$ cat src/hdl/wlac_pkg.sv
// shared types, constants and blend function for the layer compositor
`default_nettype none
package wlac_pkg;

   localparam int MAX_SLOT_DIM = 256;
   localparam int PIXEL_W      = 32;
   localparam int CFG_W        = 9;
   localparam int COUNT_W      = $clog2(MAX_SLOT_DIM);
   localparam int CALC_W       = ((CFG_W > COUNT_W) ? CFG_W : COUNT_W) + 2;
   localparam int QUEUE_DEPTH  = 2;
   localparam int QPTR_W       = $clog2(QUEUE_DEPTH);
   localparam int QCNT_W       = $clog2(QUEUE_DEPTH + 1);

   localparam logic [1:0] REG_SLOT_WIDTH     = 2'd0;
   localparam logic [1:0] REG_SLOT_HEIGHT    = 2'd1;
   localparam logic [1:0] REG_ITEM_SIZE      = 2'd2;
   localparam logic [1:0] REG_OVERLAY_ENABLE = 2'd3;

   localparam logic [CFG_W-1:0] RESET_SLOT_WIDTH  = 9'd48;
   localparam logic [CFG_W-1:0] RESET_SLOT_HEIGHT = 9'd48;
   localparam logic [CFG_W-1:0] RESET_ITEM_SIZE   = 9'd32;

   localparam logic [7:0] ALPHA_CLEAR  = 8'h00;
   localparam logic [7:0] ALPHA_OPAQUE = 8'hff;

   typedef struct packed {
      logic [CFG_W-1:0] slot_width;
      logic [CFG_W-1:0] slot_height;
      logic [CFG_W-1:0] window_side;
      logic             overlay_enable;
   } cfg_type;

   typedef struct packed {
      logic [PIXEL_W-1:0] background;
      logic [PIXEL_W-1:0] frame;
      logic [PIXEL_W-1:0] item;
      logic [PIXEL_W-1:0] overlay;
      logic               use_item;
      logic               use_overlay;
      logic               last;
   } job_type;

   // one colour channel of the weighted sum
   function automatic logic [7:0] mix(input logic [7:0] s, input logic [7:0] d,
                                      input logic [7:0] a);
      logic [15:0] sum;
      sum = ({8'h00, s} * {8'h00, a}) + ({8'h00, d} * {8'h00, ALPHA_OPAQUE - a});
      return sum[15:8];
   endfunction

   // src over dst, background alpha kept on partial alpha
   function automatic logic [PIXEL_W-1:0] blend(input logic [PIXEL_W-1:0] dst,
                                                input logic [PIXEL_W-1:0] src);
      logic [7:0] a;
      a = src[31:24];
      if (a == ALPHA_CLEAR) begin
         return dst;
      end else if (a == ALPHA_OPAQUE) begin
         return src;
      end
      return {dst[31:24], mix(src[23:16], dst[23:16], a),
              mix(src[15:8], dst[15:8], a), mix(src[7:0], dst[7:0], a)};
   endfunction

endpackage
`default_nettype wire

$ cat src/hdl/windowed_layer_alpha_compositor_core.sv
// top level of the windowed ARGB8888 layer compositor
// Pixels of one slot rectangle arrive in raster order, one request per pixel,
// and each request yields exactly one composited pixel. The front end tracks
// the raster position and classifies the pixel against the item window, set
// at the width-centred offset on both axes; a two-entry queue decouples it
// from a three-stage blend pipeline (frame, item, overlay), one blend per
// stage. Sustained rate is one pixel per clock while rsp_stall is low; an
// accepted request is written into the queue, then passes through the three
// pipeline registers before it is offered. Configuration writes are always
// accepted and should only be made while the block is idle.
`default_nettype none
module windowed_layer_alpha_compositor_core (
   input  wire logic        clock,
   input  wire logic        reset,
   input  wire logic        req_valid,
   output logic             req_stall,
   input  wire logic [31:0] req_background_pixel,
   input  wire logic [31:0] req_frame_pixel,
   input  wire logic [31:0] req_item_pixel,
   input  wire logic [31:0] req_overlay_pixel,
   output logic             rsp_valid,
   input  wire logic        rsp_stall,
   output logic [31:0]      rsp_out_pixel,
   output logic             rsp_last_of_slot,
   input  wire logic        csr_valid,
   output logic             csr_ready,
   input  wire logic [1:0]  csr_index,
   input  wire logic [8:0]  csr_wdata
);

   wlac_pkg::cfg_type cfg_ff, cfg_in;
   wlac_pkg::job_type front_job, queue_job;
   logic queue_full, queue_not_empty, queue_pop, req_accept;

   always_comb begin
      csr_ready  = 1'b1;
      req_stall  = queue_full;
      req_accept = req_valid && !queue_full;
      cfg_in     = cfg_ff;
      if (csr_valid && csr_ready) begin
         unique case (csr_index)
            wlac_pkg::REG_SLOT_WIDTH:     cfg_in.slot_width     = csr_wdata;
            wlac_pkg::REG_SLOT_HEIGHT:    cfg_in.slot_height    = csr_wdata;
            wlac_pkg::REG_ITEM_SIZE:      cfg_in.window_side    = csr_wdata;
            wlac_pkg::REG_OVERLAY_ENABLE: cfg_in.overlay_enable = csr_wdata[0];
            default: cfg_in = cfg_ff;
         endcase
      end
   end

   always_ff @(posedge clock) begin
      if (reset) begin
         cfg_ff.slot_width     <= wlac_pkg::RESET_SLOT_WIDTH;
         cfg_ff.slot_height    <= wlac_pkg::RESET_SLOT_HEIGHT;
         cfg_ff.window_side    <= wlac_pkg::RESET_ITEM_SIZE;
         cfg_ff.overlay_enable <= 1'b0;
      end else begin
         cfg_ff <= cfg_in;
      end
   end

   wlac_front u_front (
      .clock      (clock),
      .reset      (reset),
      .cfg        (cfg_ff),
      .accept     (req_accept),
      .background (req_background_pixel),
      .frame      (req_frame_pixel),
      .item       (req_item_pixel),
      .overlay    (req_overlay_pixel),
      .job        (front_job)
   );

   wlac_queue u_queue (
      .clock     (clock),
      .reset     (reset),
      .push      (req_accept),
      .push_job  (front_job),
      .full      (queue_full),
      .pop       (queue_pop),
      .not_empty (queue_not_empty),
      .pop_job   (queue_job)
   );

   wlac_back u_back (
      .clock     (clock),
      .reset     (reset),
      .job_valid (queue_not_empty),
      .job       (queue_job),
      .job_pop   (queue_pop),
      .rsp_valid (rsp_valid),
      .rsp_stall (rsp_stall),
      .rsp_pixel (rsp_out_pixel),
      .rsp_last  (rsp_last_of_slot)
   );

endmodule
`default_nettype wire

$ cat src/hdl/wlac_front.sv
// front end: raster position tracking and window classification
`default_nettype none
module wlac_front (
   input  wire logic              clock,
   input  wire logic              reset,
   input  wire wlac_pkg::cfg_type cfg,
   input  wire logic              accept,
   input  wire logic [wlac_pkg::PIXEL_W-1:0] background,
   input  wire logic [wlac_pkg::PIXEL_W-1:0] frame,
   input  wire logic [wlac_pkg::PIXEL_W-1:0] item,
   input  wire logic [wlac_pkg::PIXEL_W-1:0] overlay,
   output wlac_pkg::job_type      job
);

   logic [wlac_pkg::COUNT_W-1:0] column_count_ff, column_count_in;
   logic [wlac_pkg::COUNT_W-1:0] row_count_ff, row_count_in;

   logic [wlac_pkg::CALC_W-1:0] w, h, item_sz, off, x, y, lim, w_raw, h_raw;
   logic in_window, end_row, end_slot;

   localparam logic [wlac_pkg::CALC_W-1:0] ONE     = wlac_pkg::CALC_W'(1);
   localparam logic [wlac_pkg::CALC_W-1:0] DIM_MAX =
      wlac_pkg::CALC_W'(wlac_pkg::MAX_SLOT_DIM);

   always_comb begin
      w_raw   = wlac_pkg::CALC_W'(cfg.slot_width);
      h_raw   = wlac_pkg::CALC_W'(cfg.slot_height);
      item_sz = wlac_pkg::CALC_W'(cfg.window_side);
      x       = wlac_pkg::CALC_W'(column_count_ff);
      y       = wlac_pkg::CALC_W'(row_count_ff);

      if (w_raw == '0) begin
         w = ONE;
      end else if (w_raw > DIM_MAX) begin
         w = DIM_MAX;
      end else begin
         w = w_raw;
      end
      if (h_raw == '0) begin
         h = ONE;
      end else if (h_raw > DIM_MAX) begin
         h = DIM_MAX;
      end else begin
         h = h_raw;
      end

      off = (item_sz < w) ? ((w - item_sz) >> 1) : '0;
      lim = off + item_sz;
      in_window = (x >= off) && (x < lim) && (y >= off) && (y < lim);
      end_row   = x >= (w - ONE);
      end_slot  = end_row && (y >= (h - ONE));

      column_count_in = column_count_ff;
      row_count_in    = row_count_ff;
      if (accept) begin
         if (end_row) begin
            column_count_in = '0;
            row_count_in    = end_slot ? '0 : row_count_ff + 1'b1;
         end else begin
            column_count_in = column_count_ff + 1'b1;
         end
      end

      job.background  = background;
      job.frame       = frame;
      job.item        = item;
      job.overlay     = overlay;
      job.use_item    = in_window;
      job.use_overlay = in_window && cfg.overlay_enable;
      job.last        = end_slot;
   end

   always_ff @(posedge clock) begin
      if (reset) begin
         column_count_ff <= '0;
         row_count_ff    <= '0;
      end else begin
         column_count_ff <= column_count_in;
         row_count_ff    <= row_count_in;
      end
   end

endmodule
`default_nettype wire

$ cat src/hdl/wlac_queue.sv
// short request queue between front end and blend pipeline
`default_nettype none
module wlac_queue (
   input  wire logic              clock,
   input  wire logic              reset,
   input  wire logic              push,
   input  wire wlac_pkg::job_type push_job,
   output logic                   full,
   input  wire logic              pop,
   output logic                   not_empty,
   output wlac_pkg::job_type      pop_job
);

   wlac_pkg::job_type entry_ff [wlac_pkg::QUEUE_DEPTH];
   logic [wlac_pkg::QPTR_W-1:0] wr_ptr_ff, wr_ptr_in, rd_ptr_ff, rd_ptr_in;
   logic [wlac_pkg::QCNT_W-1:0] count_ff, count_in;

   localparam logic [wlac_pkg::QPTR_W-1:0] LAST_PTR =
      wlac_pkg::QPTR_W'(wlac_pkg::QUEUE_DEPTH - 1);

   always_comb begin
      full      = count_ff == wlac_pkg::QCNT_W'(wlac_pkg::QUEUE_DEPTH);
      not_empty = count_ff != '0;
      pop_job   = entry_ff[rd_ptr_ff];
      wr_ptr_in = wr_ptr_ff;
      rd_ptr_in = rd_ptr_ff;
      count_in  = count_ff;
      if (push) begin
         wr_ptr_in = (wr_ptr_ff == LAST_PTR) ? '0 : wr_ptr_ff + 1'b1;
      end
      if (pop) begin
         rd_ptr_in = (rd_ptr_ff == LAST_PTR) ? '0 : rd_ptr_ff + 1'b1;
      end
      if (push && !pop) begin
         count_in = count_ff + 1'b1;
      end else if (pop && !push) begin
         count_in = count_ff - 1'b1;
      end
   end

   always_ff @(posedge clock) begin
      if (reset) begin
         wr_ptr_ff <= '0;
         rd_ptr_ff <= '0;
         count_ff  <= '0;
      end else begin
         wr_ptr_ff <= wr_ptr_in;
         rd_ptr_ff <= rd_ptr_in;
         count_ff  <= count_in;
      end
   end

   always_ff @(posedge clock) begin
      if (push) begin
         entry_ff[wr_ptr_ff] <= push_job;
      end
   end

endmodule
`default_nettype wire

$ cat src/hdl/wlac_back.sv
// back end: three-stage blend pipeline; the third stage register drives the response
`default_nettype none
module wlac_back (
   input  wire logic              clock,
   input  wire logic              reset,
   input  wire logic              job_valid,
   input  wire wlac_pkg::job_type job,
   output logic                   job_pop,
   output logic                   rsp_valid,
   input  wire logic              rsp_stall,
   output logic [wlac_pkg::PIXEL_W-1:0] rsp_pixel,
   output logic                   rsp_last
);

   logic advance;

   logic                         s1_valid_ff, s2_valid_ff, s3_valid_ff;
   logic [wlac_pkg::PIXEL_W-1:0] s1_pixel_ff, s1_pixel_in;
   logic [wlac_pkg::PIXEL_W-1:0] s1_item_ff, s1_overlay_ff;
   logic                         s1_use_item_ff, s1_use_overlay_ff, s1_last_ff;
   logic [wlac_pkg::PIXEL_W-1:0] s2_pixel_ff, s2_pixel_in, s2_overlay_ff;
   logic                         s2_use_overlay_ff, s2_last_ff;
   logic [wlac_pkg::PIXEL_W-1:0] s3_pixel_ff, s3_pixel_in;
   logic                         s3_last_ff;

   always_comb begin
      advance     = !s3_valid_ff || !rsp_stall;
      job_pop     = advance && job_valid;
      s1_pixel_in = wlac_pkg::blend(job.background, job.frame);
      s2_pixel_in = s1_use_item_ff ? wlac_pkg::blend(s1_pixel_ff, s1_item_ff) : s1_pixel_ff;
      s3_pixel_in = s2_use_overlay_ff ? wlac_pkg::blend(s2_pixel_ff, s2_overlay_ff)
                                      : s2_pixel_ff;
      rsp_valid   = s3_valid_ff;
      rsp_pixel   = s3_pixel_ff;
      rsp_last    = s3_last_ff;
   end

   always_ff @(posedge clock) begin
      if (reset) begin
         s1_valid_ff <= 1'b0;
         s2_valid_ff <= 1'b0;
         s3_valid_ff <= 1'b0;
      end else if (advance) begin
         s1_valid_ff <= job_valid;
         s2_valid_ff <= s1_valid_ff;
         s3_valid_ff <= s2_valid_ff;
      end
   end

   always_ff @(posedge clock) begin
      if (advance) begin
         s1_pixel_ff       <= s1_pixel_in;
         s1_item_ff        <= job.item;
         s1_overlay_ff     <= job.overlay;
         s1_use_item_ff    <= job.use_item;
         s1_use_overlay_ff <= job.use_overlay;
         s1_last_ff        <= job.last;
         s2_pixel_ff       <= s2_pixel_in;
         s2_overlay_ff     <= s1_overlay_ff;
         s2_use_overlay_ff <= s1_use_overlay_ff;
         s2_last_ff        <= s1_last_ff;
         s3_pixel_ff       <= s3_pixel_in;
         s3_last_ff        <= s2_last_ff;
      end
   end

endmodule
`default_nettype wire
$ cat config.mk
export PLATFORM = sky130hd
export DESIGN_NAME = windowed_layer_alpha_compositor_core
export DESIGN_NICKNAME = d
export VERILOG_FILES = /design/src/hdl/wlac_pkg.sv /design/src/hdl/windowed_layer_alpha_compositor_core.sv /design/src/hdl/wlac_front.sv /design/src/hdl/wlac_queue.sv /design/src/hdl/wlac_back.sv
export SDC_FILE = /design/constraint.sdc
export NUM_CORES = 2
export LEC_CHECK = 0
export BUFFER_PORTS_ARGS = -buffer_cell sky130_fd_sc_hd__buf_2
export CAP_MARGIN = 30
export CORE_MARGIN = 2
export CORE_UTILIZATION = 45
export DETAILED_ROUTE_END_ITERATION = 8
export PLACE_DENSITY_LB_ADDON = 0.3
export SYNTH_ARGS = -nofsm -noshare
export SYNTH_HDL_FRONTEND = slang
export SYNTH_HIERARCHICAL = 1
export SYNTH_SLANG_ARGS = --single-unit
$ cat constraint.sdc
create_clock -name clock -period 11 [get_ports clock]
set_input_delay 1.65 -clock clock [delete_from_list [all_inputs] [get_ports clock]]
set_output_delay 1.65 -clock clock [all_outputs]
set_load 0.01 [all_outputs]
# Yosys cells after proc, flatten, opt, wreduce, memory -nomap -nowiden
# Memory sizes are Yosys's and may differ from the RTL's. A register that Yosys moved wholly into a read port is not among the register bits.
# Index checks and enable logic that the tools add are counted.
# Widths: inputs -> output; s select.
# word_totals
elab_cells	141
reg_bits	249
n_memories	1
output_inout_bits	36
mem_bits_rw	262
# classes
add_sub_neg	22
mul	18
eq_ne	7
n_reduce_logical	28
mux	32
n_lt_le_gt_ge	9
# memory_table
name	depth	word_bits	rd	rd_clocked_by_memory_dff	write_ports	line_no	rtl
u_queue.entry_ff	2	131	1	1	1	wlac_queue.sv:14	wlac_pkg::job_type entry_ff [wlac_pkg::QUEUE_DEPTH];
# op_table
cell	count
$mux 32	11
$mul 8x8->16	18
$add 16x16->16	9
$ge 8x11->1	4
$mux 9	3
$eq 8x8->1 const B	3
$logic_not 8->1	3
$sub 8x8->8 const A	3
$lt 8x11->1	2
$sub 11x1->11 const B	2
$gt 9x9->1 const B	2
$logic_not 9->1	2
$add 8x1->8 const B	2
$mux 8	2
$mux 1	12
$add 11x9->11	1
$mux 11	1
$mux 10	1
$reduce_and 2->1	5
$sub 9x9->10	1
$logic_and 1x1->1	9
$lt 9x9->1	1
$eq 2x2->1 const B	3
$logic_not 1->1	5
8 further kinds	11

# Logic depth before layout (Yosys ltp)
# logic_depth
word_depth	11
ltp_mapped	26
mapped_depth_nobuf	24

# By module
# The synthesis kept the hierarchy.
# by_module_without_submodules
module	cells_per_inst	n_inst	area_each_um2
wlac_back	4645	1	45192.1
wlac_queue	430	1	10035.9
wlac_front	512	1	3878.7
windowed_layer_alpha_compositor_core	110	1	1161.1

# Worst setup path before layout
# Ideal clock, no wire load.
# synth_timing
kind	input -> register
startpoint	input port req_valid
endpoint	memory u_queue/entry_ff[0][0] (netlist bit) (enable)
t_arrival_ps	7731
slack_ps	2630
setup_time_ps	639
path_stages	2
path_buffers	0
cell_sequence	nor2b_1 -> nor2b_1
# synth_between
elab_chain_cells	3
# synth_lines
element	line_no	rtl
from (decl)	windowed_layer_alpha_compositor_core.sv:15	input wire logic req_valid,
$logic_and 1x1->1	windowed_layer_alpha_compositor_core.sv:38	req_accept = req_valid && !queue_full;
$mux 1	wlac_queue.sv:54	if (push) begin
$mux 1 (implied by the code)	wlac_queue.sv:55	entry_ff[wr_ptr_ff] <= push_job;
to (decl)	wlac_queue.sv:14	
# Every way passes these cells.

==> key figures <==
Layout
  – Design area: around 64000 um^2
  – Multi-input gate area: 39000 um^2
  – Seq. cell area: 14900 um^2
  – Fillers: 12304
  – Layout cell share with drive strength beyond 1: under 10%
  – Fin nets: 7238
  – Layout area overhead: 5.87%

Worst setup path
  – Crit end category: flop
  – WP data required: roughly 11 ns
  – Crit Path Class: flop to flop
  – Crit path max fanout: 50
  – Setup crit start kind: flop
  – CP arrival: just under 8 ns

Routing
  – Vias per cell: just over 5
  – Routed WL: roughly 140 mm
  – Post-DRT Antenna Nets: 0
  – TritonRoute pass-1 iters: 5
  – DR WL/cell: 18.3 um
  – Drt drc: 0
  – Vias: ~38000
  – 1st-iter DRT viols: ~2300

Synthesis
  – Async SR Flop Fraction: 0%
  – FF+latch count, synth: 512
  – Sequential-to-total area share from yosys stat: 24.6%
  – Synthesized area: 60300 um^2
  – Syn. warnings: 6
  – Syn_nets: 7301
  – Ys flop type: edfxtp_1
  – Post-synth EDFFs: 460
  – Gate Count Post-Synth: 5697
  – Unique masters post-synth: 81
  – Syn avg cell area: 10.6 um^2

STA
  – Worst-margin pin slew: 0.952 ns
  – Final Max Slew Viols: 0
  – Maximum clock rate: 137 MHz
  – Period utilization: 66.6%
  – Count of final setup violators: 0
  – Hold Fails Final Rpt: 0
  – Fin Hold WS: 0.412 ns
  – Post-route setup TNS: 0 ns
  – Fin crit period: 7.32 ns
  – Worst clock skew: 0.0721 ns
  – Relative slew slack: 36.5%
  – RSZ-0062 raised after global routing: false

Die
  – Core Box Area: 133000 um^2
  – Die H: 370 um
  – Die area: roughly 140000 um^2
  – Die W: 370 um
  – Top Ports: 180
  – # rows: approximately 130
  – Initial Utilization: 45.3%

Clocking
  – Hold_buf cts: 0
  – Clk sinks: 512
  – Post-CTS Setup Repair Bufs: 0
  – H-tree levels: 2
  – Number of CTS-inserted buffers: between 50 and 60
  – CTS tree: built
  – Root Driver: clkbuf_16
  – Post-CTS sizing: 0
  – Worst-Skew Late Latency: 0.70 ns
  – Clk slew on worst S/H paths: 0.06 ns
  – Maximum clock insertion buffer count: 3

Placed design
  – Port Buffer Count: ~180
  – Dpl hpwl: 100 mm
  – Gpl congestion: a little under 0.9
  – DP Area: ~62000 um^2

GRT
  – Grt total ovfl: 0
  – Gr usage total: 20.5%
  – First-pass GRT wire length: 222 mm
  – Vias in the first global route: 40414
  – Initial antenna violation count: 3
  – Largest net degree at the start of global routing: 155

Run
  – Max_cap viols: 0

Min path
  – Type of the worst min-delay path: flop to flop

Run status
  – Status: completed
Yosys cell counts (4+ instances only):
| cell | number | area share [%] |
|---|---|---|
| dfxtp_1 | 52 | 1.7 |
| o211ai_1 | 9 | 0.11 |
| nand4b_1 | 4 | 0.058 |
| buf_6 | 11 | 0.21 |
| inv_1 | 1215 | 7.6 |
| o21ai_0 | 86 | 0.71 |
| mux2_4 | 90 | 2.2 |
| buf_2 | 17 | 0.14 |
| fa_1 | 857 | 28 |
| a21o_1 | 22 | 0.27 |
| a211oi_2 | 4 | 0.083 |
| mux2i_1 | 29 | 0.48 |
| nand2b_1 | 222 | 2.3 |
| nor2b_1 | 413 | 4.3 |
| or4_1 | 5 | 0.062 |
| a22oi_1 | 71 | 0.88 |
| and3_1 | 19 | 0.20 |
| a31o_2 | 4 | 0.058 |
| a211oi_1 | 10 | 0.12 |
| clkbuf_1 | 148 | 0.92 |
| o21a_1 | 17 | 0.21 |
| nand2_1 | 302 | 1.9 |
| o31ai_1 | 14 | 0.17 |
| buf_1 | 23 | 0.14 |
| nor4_1 | 12 | 0.12 |
| xor2_1 | 52 | 0.76 |
| o21bai_1 | 10 | 0.12 |
| nor2_1 | 60 | 0.37 |
| a31oi_1 | 12 | 0.12 |
| edfxtp_1 | 460 | 23 |
| ha_1 | 603 | 13 |
| xnor2_1 | 71 | 1.0 |
| buf_4 | 132 | 1.6 |
| or2_2 | 30 | 0.31 |
| a21boi_0 | 4 | 0.050 |
| nand3_1 | 34 | 0.28 |
| o21ai_1 | 25 | 0.21 |
| mux2_2 | 42 | 0.78 |
| and2_1 | 339 | 3.5 |
| nor3_1 | 21 | 0.17 |
| a311oi_2 | 5 | 0.12 |
| nand4_1 | 12 | 0.12 |
| a21oi_1 | 66 | 0.55 |
area by class of cell:
class / instances / area share, %
repair buffers: 210 / 1.87
clock inverters: 36 / 0.718
inverters: 1215 / 7.15
flip-flops and latches: 512 / 23.3
multi-input cells: 3638 / 61.2
well taps: 1768 / 3.47
clock buffers: 72 / 2.36
diodes: 2 / 0.00784
path summary, 6_finish.rpt:
path / end / startpoint / slack (ns) / cells after the start
setup / recovery: u_back/s1_pixel_ff[23] / flop / 3.68 / 17
setup reg to reg: u_back/s1_pixel_ff[23] / flop / 3.68 / 17
hold / removal: u_back/s2_overlay_ff[18] / u_back/s1_overlay_ff[18] / 0.41 / 0
hold reg to reg: u_back/s2_overlay_ff[18] / u_back/s1_overlay_ff[18] / 0.41 / 0
registers in the layout, indices dropped and copies added, names as in the netlist, 2 cells and up, named ones only:
| name | cells |
|---|---|
| u_back/rsp_pixel | 32 |
| cfg_ff | 28 |
| u_back/s1_overlay_ff | 32 |
| u_back/s1_item_ff | 32 |
| u_queue/entry_ff | 262 |
| u_queue/count_ff | 2 |
| u_back/s2_overlay_ff | 32 |
| u_back/s1_pixel_ff | 32 |
| u_front/column_count_ff | 8 |
| u_front/row_count_ff | 8 |
| u_back/s2_pixel_ff | 32 |
cells by family (layout without fill, tap and decap cells):
group	after synthesis	in the layout	share of synthesized area (%)
AOI/OAI and AO/OA	403	403	4.50
xor gates and xnor gates	123	123	1.79
adders and majority gates	1462	1462	41.0
buffers and inverters	1547	1533	10.6
DFF	512	512	24.6
muxes	161	161	3.51
other	2	4	0.0125
and+or+nand+nor	1487	1487	13.9
stage by stage:
step | std cells | utilization, % | setup slack (ns)
global route | 7452 | 47.9 | 3.30
finish | 7453 | 47.9 | 3.68
detailed placement | 7342 | 46.4 | 3.67
floorplan | 5697 | - | 2.63
CTS | 7450 | 47.9 | 3.65
global placement | 7340 | 46.4 | 3.77
placed cells by master (no fill, tap or decap), types with 30 or more instances in the layout:
cell type and count:
a22oi_1 71, nand3_1 34, mux2_4 90, nand2_1 301
xnor2_1 71, ha_1 603, xor2_1 52, o21ai_0 86
clkbuf_16 57, or2_2 30, edfxtp_1 460, mux2_2 42
buf_2 178, nor2b_1 412, a21oi_1 66, dfxtp_1 51
nand2b_1 222, nor2_1 58, inv_1 1215, fa_1 857
and2_1 337
critical path: stages, from the launching register on:
cell and delay [ns]:
dfxtp_4 0.79, buf_4 0.76, mux2_4 0.68, nand2_1 0.18, fa_1 0.53, fa_1 0.51
inv_1 0.05, fa_1 0.56, fa_1 0.44, fa_1 0.51, fa_1 0.42, ha_1 0.30
o21ai_0 0.25, a21oi_1 0.16, and3_1 0.20, a2111oi_2 0.39, xnor2_1 0.16, o21ai_1 0.07
per-layer routing:
metal | global-route usage (%) | wire length [um] | up-vias | part of all wire, %
li1 | - | - | 17482 | -
met1 | 28.9 | 62000 | 19417 | 45
met2 | 33.3 | 64200 | 888 | 47
met3 | 2.83 | 6850 | 179 | 5.0
met4 | 5.57 | 3600 | 0 | 2.6
met5 | 0 | 0 | - | 0
Power is not shown: default switching activity piles up to over one toggle a cycle in this logic, so the estimate is an artifact.
